==> src/rtl/core/rdc_pkg.sv <==
// Package for the radix digit converter.
// Holds the field widths, ASCII constants, state encoding and the divider status struct.
// Depends on nothing.
`default_nettype none

package rdc_pkg;

   localparam int VALUE_W = 31;
   localparam int BASE_W = 5;
   localparam int DIGIT_W = 4;
   localparam int CHAR_W = 7;
   localparam int STACK_DEPTH_DEFAULT = 32;

   localparam logic [BASE_W-1:0] BASE_RESET = 5'd10;
   localparam logic [BASE_W-1:0] BASE_MIN = 5'd2;
   localparam logic [BASE_W-1:0] BASE_MAX = 5'd16;

   localparam logic [CHAR_W-1:0] ASCII_ZERO = 7'd48;
   localparam logic [CHAR_W-1:0] ASCII_UPPER_A = 7'd65;
   localparam logic [DIGIT_W-1:0] DECIMAL_LIMIT = 4'd10;

   typedef enum logic [2:0] {
      ST_IDLE,
      ST_DIV_START,
      ST_DIV_WAIT,
      ST_POP_READ,
      ST_POP_EMIT
   } state_type;

   typedef struct packed {
      logic done;
      logic [VALUE_W-1:0] quotient;
      logic [DIGIT_W-1:0] remainder;
   } div_status_type;

   function automatic logic [BASE_W-1:0] saturate_base(input logic [BASE_W-1:0] b);
      logic [BASE_W-1:0] r;
      if (b < BASE_MIN) begin
         r = BASE_MIN;
      end else if (b > BASE_MAX) begin
         r = BASE_MAX;
      end else begin
         r = b;
      end
      return r;
   endfunction

   function automatic logic [CHAR_W-1:0] digit_to_ascii(input logic [DIGIT_W-1:0] d);
      logic [CHAR_W-1:0] c;
      if (d < DECIMAL_LIMIT) begin
         c = ASCII_ZERO + CHAR_W'(d);
      end else begin
         c = ASCII_UPPER_A + CHAR_W'(d - DECIMAL_LIMIT);
      end
      return c;
   endfunction

endpackage

`default_nettype wire

==> src/rtl/core/rdc_divider.sv <==
// Iterative restoring divider for the radix digit converter.
// Produces one quotient bit per cycle; depends on rdc_pkg.
`default_nettype none

module rdc_divider (
   input  wire logic                          clock,
   input  wire logic                          reset,
   input  wire logic                          start,
   input  wire logic [rdc_pkg::VALUE_W-1:0]   dividend,
   input  wire logic [rdc_pkg::BASE_W-1:0]    divisor,
   output rdc_pkg::div_status_type            status
);
   import rdc_pkg::*;

   localparam int COUNT_W = $clog2(VALUE_W);
   localparam logic [COUNT_W-1:0] LAST_COUNT = COUNT_W'(VALUE_W - 1);

   logic                 active_ff, active_in;
   logic                 done_ff, done_in;
   logic [COUNT_W-1:0]   count_ff, count_in;
   logic [VALUE_W-1:0]   quot_ff, quot_in;
   logic [BASE_W-1:0]    rem_ff, rem_in;
   logic [BASE_W-1:0]    divisor_ff, divisor_in;
   logic [BASE_W:0]      trial;
   logic                 fits;

   always_comb begin
      trial = {rem_ff, quot_ff[VALUE_W-1]};
      fits = trial >= {1'b0, divisor_ff};
      active_in = active_ff;
      done_in = 1'b0;
      count_in = count_ff;
      quot_in = quot_ff;
      rem_in = rem_ff;
      divisor_in = divisor_ff;
      if (start) begin
         active_in = 1'b1;
         count_in = '0;
         quot_in = dividend;
         rem_in = '0;
         divisor_in = divisor;
      end else if (active_ff) begin
         quot_in = {quot_ff[VALUE_W-2:0], fits};
         rem_in = fits ? BASE_W'(trial - {1'b0, divisor_ff}) : trial[BASE_W-1:0];
         count_in = count_ff + 1'b1;
         if (count_ff == LAST_COUNT) begin
            active_in = 1'b0;
            done_in = 1'b1;
         end
      end
   end

   always_ff @(posedge clock) begin
      if (reset) begin
         active_ff <= 1'b0;
         done_ff <= 1'b0;
         count_ff <= '0;
      end else begin
         active_ff <= active_in;
         done_ff <= done_in;
         count_ff <= count_in;
      end
      quot_ff <= quot_in;
      rem_ff <= rem_in;
      divisor_ff <= divisor_in;
   end

   assign status.done = done_ff;
   assign status.quotient = quot_ff;
   assign status.remainder = rem_ff[DIGIT_W-1:0];

endmodule

`default_nettype wire

==> src/rtl/core/radix_digit_converter.sv <==
// Top level of the radix digit converter: sequencer, digit stack and base register.
// Depends on rdc_pkg and rdc_divider.
`default_nettype none

// Converts a non-negative value into ASCII digits in the configured base, most significant
// first, with rsp_last_digit on the final digit. Each digit takes one pass of the shared
// bit-serial divider, started from ST_DIV_START, and later a read of the digit stack in
// ST_POP_READ and the transfer in ST_POP_EMIT; busy stays high until the last digit has
// been presented, and a value has at most 31 digits, in base 2.
// Results come one per strobe and cannot be held off; the receiver must take every transfer.

module radix_digit_converter #(
   parameter int STACK_DEPTH = rdc_pkg::STACK_DEPTH_DEFAULT
) (
   input  wire logic                          clock,
   input  wire logic                          reset,
   input  wire logic                          start,
   output logic                               busy,
   input  wire logic [rdc_pkg::VALUE_W-1:0]   req_value,
   output logic                               rsp_valid,
   output logic [rdc_pkg::CHAR_W-1:0]         rsp_digit_char,
   output logic                               rsp_last_digit,
   input  wire logic                          csr_write_enable,
   input  wire logic [rdc_pkg::BASE_W-1:0]    csr_write_data
);
   import rdc_pkg::*;

   localparam int PTR_W = $clog2(STACK_DEPTH + 1);
   localparam int ADDR_W = $clog2(STACK_DEPTH);
   localparam logic [PTR_W-1:0] DEPTH_LIMIT = PTR_W'(STACK_DEPTH);

   state_type             state_ff, state_in;
   logic [BASE_W-1:0]     base_ff;
   logic [BASE_W-1:0]     eff_base_ff, eff_base_in;
   logic [VALUE_W-1:0]    quotient_ff, quotient_in;
   logic [PTR_W-1:0]      sp_ff, sp_in;
   logic [DIGIT_W-1:0]    stack_mem [STACK_DEPTH];
   logic [DIGIT_W-1:0]    rd_data_ff;
   logic                  wr_en;
   logic [ADDR_W-1:0]     wr_addr;
   logic [ADDR_W-1:0]     rd_addr;
   logic [PTR_W-1:0]      sp_dec;
   logic                  div_start;
   div_status_type        div_status;

   rdc_divider u_divider (
      .clock    (clock),
      .reset    (reset),
      .start    (div_start),
      .dividend (quotient_ff),
      .divisor  (eff_base_ff),
      .status   (div_status)
   );

   always_ff @(posedge clock) begin
      if (reset) begin
         base_ff <= BASE_RESET;
      end else if (csr_write_enable) begin
         base_ff <= csr_write_data;
      end
   end

   assign sp_dec = sp_ff - 1'b1;
   assign wr_addr = sp_ff[ADDR_W-1:0];
   assign rd_addr = sp_dec[ADDR_W-1:0];

   always_comb begin
      state_in = state_ff;
      eff_base_in = eff_base_ff;
      quotient_in = quotient_ff;
      sp_in = sp_ff;
      wr_en = 1'b0;
      div_start = 1'b0;
      rsp_valid = 1'b0;
      rsp_last_digit = 1'b0;
      unique case (state_ff)
         ST_IDLE: begin
            if (start) begin
               quotient_in = req_value;
               eff_base_in = saturate_base(base_ff);
               sp_in = '0;
               state_in = ST_DIV_START;
            end
         end
         ST_DIV_START: begin
            div_start = 1'b1;
            state_in = ST_DIV_WAIT;
         end
         ST_DIV_WAIT: begin
            if (div_status.done) begin
               quotient_in = div_status.quotient;
               if (sp_ff < DEPTH_LIMIT) begin
                  wr_en = 1'b1;
                  sp_in = sp_ff + 1'b1;
               end
               state_in = (div_status.quotient == '0) ? ST_POP_READ : ST_DIV_START;
            end
         end
         ST_POP_READ: begin
            sp_in = sp_dec;
            state_in = ST_POP_EMIT;
         end
         ST_POP_EMIT: begin
            rsp_valid = 1'b1;
            rsp_last_digit = (sp_ff == '0);
            state_in = (sp_ff == '0) ? ST_IDLE : ST_POP_READ;
         end
         default: begin
            state_in = ST_IDLE;
         end
      endcase
   end

   assign busy = (state_ff != ST_IDLE);
   assign rsp_digit_char = digit_to_ascii(rd_data_ff);

   always_ff @(posedge clock) begin
      if (reset) begin
         state_ff <= ST_IDLE;
         sp_ff <= '0;
         quotient_ff <= '0;
      end else begin
         state_ff <= state_in;
         sp_ff <= sp_in;
         quotient_ff <= quotient_in;
      end
      eff_base_ff <= eff_base_in;
   end

   always_ff @(posedge clock) begin
      if (wr_en) begin
         stack_mem[wr_addr] <= div_status.remainder;
      end
      rd_data_ff <= stack_mem[rd_addr];
   end

   a_start_sets_busy: assert property (@(posedge clock) disable iff (reset)
      (start && !busy) |=> busy)
      else $error("accepted transfer did not raise busy");

   a_last_ends_run: assert property (@(posedge clock) disable iff (reset)
      (rsp_valid && rsp_last_digit) |=> !busy)
      else $error("block still busy after the last digit");

   a_busy_falls_after_last: assert property (@(posedge clock) disable iff (reset)
      $fell(busy) |-> ($past(reset) || $past(rsp_valid && rsp_last_digit)))
      else $error("run ended without a last digit");

   a_char_range: assert property (@(posedge clock) disable iff (reset)
      rsp_valid |-> ((rsp_digit_char >= ASCII_ZERO && rsp_digit_char <= 7'd57) ||
                     (rsp_digit_char >= ASCII_UPPER_A && rsp_digit_char <= 7'd70)))
      else $error("digit character out of range");

endmodule

`default_nettype wire
==> config.mk <==
export PLATFORM = sky130hd
export DESIGN_NAME = radix_digit_converter
export DESIGN_NICKNAME = d
export VERILOG_FILES = /design/src/rtl/core/rdc_pkg.sv /design/src/rtl/core/rdc_divider.sv /design/src/rtl/core/radix_digit_converter.sv
export SDC_FILE = /design/constraint.sdc
export NUM_CORES = 1
export LEC_CHECK = 0
export BUFFER_PORTS_ARGS = -buffer_cell sky130_fd_sc_hd__buf_4
export CORE_MARGIN = 2
export CORE_UTILIZATION = 50
export DETAILED_ROUTE_END_ITERATION = 6
export GPL_TIMING_DRIVEN = 1
export PLACE_DENSITY = 0.67
export REMOVE_ABC_BUFFERS = 1
export SLEW_MARGIN = 20
export SYNTH_ARGS = -nofsm -noshare
export SYNTH_HDL_FRONTEND = slang
export SYNTH_SLANG_ARGS = --single-unit
==> constraint.sdc <==
create_clock -name clock -period 5.3 [get_ports clock]
set_input_delay 1.06 -clock clock [delete_from_list [all_inputs] [get_ports clock]]
set_output_delay 1.06 -clock clock [all_outputs]
set_load 0.05 [all_outputs]
* After elaboration in Yosys (flattened, before gate mapping)
Memory sizes are Yosys's and may differ from the RTL's. A register that Yosys moved wholly into a read port is not among the register bits.
Index checks and enable logic that the tools add are counted.
W data, S select, Z words.
** Storage, ports and cells
- Bits in registers :: 98
- Memory bits (writable) :: 128
- Output and inout port bits :: 10
- Logic and storage cells :: 77
- Memories kept :: 1
** Cells by class
- Add/sub/neg operators :: 7
- $lt $le $gt $ge :: 5
- Equality and inequality tests :: 8
- Muxes and demuxes :: 29
- Bitwise operators :: 1
- Reductions and logical operators :: 14
** Memory list
- stack_mem :: words 32, width 4, read ports 1, clocked after memory_dff 1, wr ports 1, line radix_digit_converter.sv:37 : logic [DIGIT_W-1:0] stack_mem [STACK_DEPTH];
** Operators by type and width (number)
- $mux W31 :: 4
- $pmux W31 S2 :: 1
- $logic_not A31 Y1 :: 1
- $mux W6 :: 3
- $pmux W6 S3 :: 1
- $pmux W3 S5 :: 1
- $mux W1 :: 12
- $mux W5 :: 2
- $add A6 B4 Y7 const A :: 1
- $add A7 B7 Y7 const A :: 1
- $mux W7 :: 1
- $add A6 B1 Y6 const B :: 1
- $eq A3 B2 Y1 const B :: 2
- $ge A6 B5 Y1 :: 1
- $logic_not A6 Y1 :: 1
- $lt A6 B6 Y1 const B :: 1
- $mux W3 :: 2
- $reduce_bool A3 Y1 :: 2
- $sub A6 B1 Y6 const B :: 1
- $add A5 B1 Y5 const B :: 1
- $eq A5 B5 Y1 const B :: 1
- $gt A5 B5 Y1 const B :: 1
- $lt A5 B2 Y1 const B :: 1
- $sub A4 B4 Y5 const B :: 1
- 15 further kinds :: 20

* Logic depth before layout (Yosys ltp)
- Depth after elaboration :: 6
- Gate-level depth with buffers :: 10

* Hierarchy
A second synthesis with hierarchy kept.
** Unflattened totals
- Cell total of the unflattened synthesis :: 777
- Area, all modules :: 10203.5 µm²
** Modules (own cells, without submodules)
- radix_digit_converter :: times used 1, cells each 607, area each 7933.9 µm²
- rdc_divider :: times used 1, cells each 170, area each 2269.7 µm²

* Least setup slack after synthesis
No wires, ideal clock.
- Path kind :: reg2out
- From :: register state_ff[2]
- To :: output rsp_last_digit
- Data arrival time :: 2517 ps
- Required time :: 4240 ps
- Path slack :: 1723 ps
- Stages on the path, launching flop included :: 4
- Buffers on the path :: 1
- Cells stage by stage :: dfxtp_1 -> clkbuf_1 -> nor3b_1 -> and2_1
** On the way
- Longest elaborated chain between the ends :: 2
** RTL lines
- from (decl) :: line radix_digit_converter.sv:32 : state_type state_ff, state_in;
- from (signal assigned) :: line radix_digit_converter.sv:123 : state_ff <= state_in;
- $eq A3 B3 Y1 :: line radix_digit_converter.sv:76 : unique case (state_ff)
- $mux W1 :: line radix_digit_converter.sv:76
- to (decl) :: line radix_digit_converter.sv:22 : output logic rsp_last_digit,
Every way passes these cells.

* Worst setup path after layout
- From :: register sp_ff[1]
- To :: output rsp_last_digit
** On the way
- Longest elaborated chain between the ends :: 2
** RTL lines
- from (decl) :: line radix_digit_converter.sv:36 : logic [PTR_W-1:0] sp_ff, sp_in;
- from (signal assigned) :: line radix_digit_converter.sv:124 : sp_ff <= sp_in;
- $logic_not A6 Y1 :: line radix_digit_converter.sv:105 : rsp_last_digit = (sp_ff == '0);
- $mux W1 :: line radix_digit_converter.sv:76
Every way passes these cells.

==> summary.md <==
| Metric | Value |
|---|---|
| Final hold vios | 0 |
| Pin count of the biggest net entering global routing | 63 |
| Final-layout setup total negative slack | 0 ns |
| Final Wtd Congestion | 0.820 |
| Number of antenna violations at the first check in global routing | 0 |
| Fill cells | 1690 |
| Leading cell types in the layout, fill and taps excluded | edfxtp_1 (169), nand2_1 (120), nor2_1 (87) |
| Ratio of cells with drive above 1 in the final layout | 17.3% |
| Maximum clock frequency | 297 MHz |
| Via-per-instance ratio | 5.60 |
| Clock share of power | roughly 34% |
| Core area | between 20000 and 25000 µm² |
| Clock tree buffer depth | 3 |
| Mapped Cells | 787 |
| Util after Layout | between 50% and 60% |
| Final Cycle Share | a little under two thirds |
| Worst Setup Start Kind | flop |
| Number of sinks driven by the clock tree | 230 |
| Area of the multi-input gates | 3550 µm² |
| Dominant register cell in the synthesized netlist | edfxtp_1 |
| Mean area per synthesized cell | 12.8 µm² |
| Effective utilization at floorplan | 50.4% |
| Actual transition at the worst max-transition pin | 1.11 ns |
| WL met3 | 1.23 mm |
| Kind of end point of the critical path | output pin |
| Final period demand of the worst path | 3.37 ns |
| Cell area after synthesis | 10100 µm² |
| Clk Latency, worst-skew pair | 0.52 ns |
| Number of max-cap violations | 0 |
| Endpoint required time on the critical path | around 4.2 ns |
| Wl on met1 | 8.76 mm |
| Top routing layer in use | met4 |
| Clock tree from TritonCTS | yes |
| Cell variety after synth | 55 |
| Proportion of power drawn by combinational gates | 16.8% |
| Wire length of the first global-routing pass | 33.0 mm |
| Number of detailed-routing iterations run before antenna repair | 5 |
| Pwr Density | 404 nW/µm² |
| Drt initial violations | 415 |
| Number of antenna-violating nets in the routed design | 0 |
| Sequential group share of total power | around 50% |
| CTS Hold Bufs | 0 |
| I/O pin count | 50 |
| Clock transition at the registers of the reported paths | 0.06 ns |
| Rows | 52 |
| Number of global-route vias before repair | ~6200 |
| Synth Warn # | 0 |
| Switching share of power | 27.4% |
| Share of flip-flops with an asynchronous set or reset after synthesis | 0% |
| Post-synth EDFFs | 169 |
| Die H | 146 µm |
| Post-synthesis sequential area ratio | between 60 and 70% |
| Unrepaired setup endpoints after global routing | false |
| Tightest slew margin relative to the limit | 25.6% |
| Die Outline Area | 21400 µm² |
| Diode insertion count for antenna repair | 0 |
| Status | complete, no violations |
| Area used by sequential logic in the layout | 6300 µm² |
| Routed wire length on met2 | 9.81 mm |
| Biggest fanout along the worst timing path | 10 |
| Leakage power | around 4.0 nW |
| Final-report max-slew violation count | 0 |
| Flip-flop and latch count after synthesis | 230 |
| Hold slack final | 0.417 ns |
| Leading cell type in the layout, fill and taps excluded | edfxtp_1 |
| Total instance count after detailed placement | 1070 |
| Buffers on Ports | 49 |
| VDD IR max | 0.252 mV |
| DRC viols | 0 |
| Average detailed-routed wire length per instance | 18.2 µm |
| Worst setup path class | reg2out |
| HPWL after DPL | 13.2 mm |
| Final non-filler cell total | 1114 |
| Hold Path Class | reg2reg |
| Setup Viol. Count Final | 0 |
| Layout Nets | 882 |
| CTS H-Tree Depth | 1 |
| Number of vias after detailed routing | roughly 6200 |
| Total detailed-routing wirelength | between 20 and 25 mm |
| Post-cts gate resize count | 0 |
| Clock root buffer master | clkbuf_16 |
| Global router's overall resource usage | between 10% and 20% |
| Design internal power | 3.35 mW |
| Net switching component of the power | 1.27 mW |
| Area grow syn2layout | 12.9% |
| Overall overflow remaining after global route | 0 |
| Layout Skew | 0.0147 ns |
| Die Width | approximately 150 µm |
| Endpoint arrival time on the critical path | 2.31 ns |
| Post-CTS Setup Bufs | 0 |
| Total clock buffers created by CTS | 24 |
==> final timing paths <==
path | start | end | slack (ns) | cells past startpoint
setup / recovery | sp_ff[1] | rsp_last_digit | 1.93 | 6
hold / removal | eff_base_ff[0] | u_divider.divisor_ff[0] | 0.42 | 0
setup reg to reg | state_ff[0] | u_divider.quot_ff[12] | 2.33 | 5
hold reg to reg | eff_base_ff[0] | u_divider.divisor_ff[0] | 0.42 | 0
==> cells in the mapped netlist (14+ instances only) <==
master	instances	area share, %
inv_1	14	0.52
buf_2	23	1.1
mux2i_1	46	4.6
dfxtp_1	61	12
a211oi_1	35	2.6
nor2_1	87	3.2
ha_1	15	1.9
edfxtp_1	169	50
nand2_1	120	4.5
mux4_2	32	7.1
o21ai_0	16	0.79
clkbuf_1	18	0.67
a21oi_1	17	0.84
==> per-layer routing <==
metal	GRT usage (%)	vias to the layer above
met1	25.6	3022
met5	0	-
met3	3.97	41
met4	6.26	0
met2	31.5	190
li1	-	2989
==> cell type report <==
| type | instances | area share, % |
|---|---|---|
| Sequential cell | 230 | 55.2 |
| Multi-Input combinational cell | 496 | 31.1 |
| Clock buffer | 32 | 5.89 |
| Timing Repair Buffer | 59 | 3.88 |
| Tap cell | 270 | 2.96 |
| Clock inverter | 12 | 0.515 |
| Inverter | 15 | 0.493 |
==> state kept, by name, indices dropped and copies added, names as in the netlist <==
register              cells
base_ff                   5
eff_base_ff               5
quotient_ff              31
rd_data_ff                4
sp_ff                     6
stack_mem               128
state_ff                  3
u_divider.active_ff       1
u_divider.count_ff        5
u_divider.divisor_ff      5
u_divider.done_ff         1
u_divider.quot_ff        31
u_divider.rem_ff          5
==> power groups by stage <==
stage,clock (mW),sequential (mW),combinational [mW]
detailed placement,0,2.32,0.787
finish,1.56,2.28,0.774
floorplan,0,2.35,0.469
global placement,0,2.32,0.758
global route,1.66,2.30,0.858
CTS,1.59,2.28,0.787
==> per-stage QoR <==
step           worst slack (ns)  instance area, µm²  total power, mW
6_report                   1.93               11400             4.61
5_1_grt                    1.85               11400             4.82
4_1_cts                    1.96               11400             4.66
3_5_place_dp               2.30               10700             3.11
3_3_place_gp               2.39               10700             3.07
2_1_floorplan             0.687                9880             2.82
==> cell families (layout without fill, tap and decap cells) <==
group,Yosys count,after routing,synth area share [%]
and+or+nand+nor,276,276,12.0
DFF,230,230,62.3
AOI/OAI and AO/OA,103,103,6.88
muxes,88,88,12.8
buffers and inverters,61,118,2.77
adders and majority gates,16,16,2.06
xor gates and xnor gates,13,13,1.20
==> worst max-delay path: stages, from the launching register on <==
cell	delay [ns]
dfxtp_1	0.41
inv_1	0.15
ha_2	0.31
nand2b_1	0.17
nor4_1	0.35
and2_1	0.19
buf_4	0.21
No activity file was read; power rests on OpenSTA's default activity.
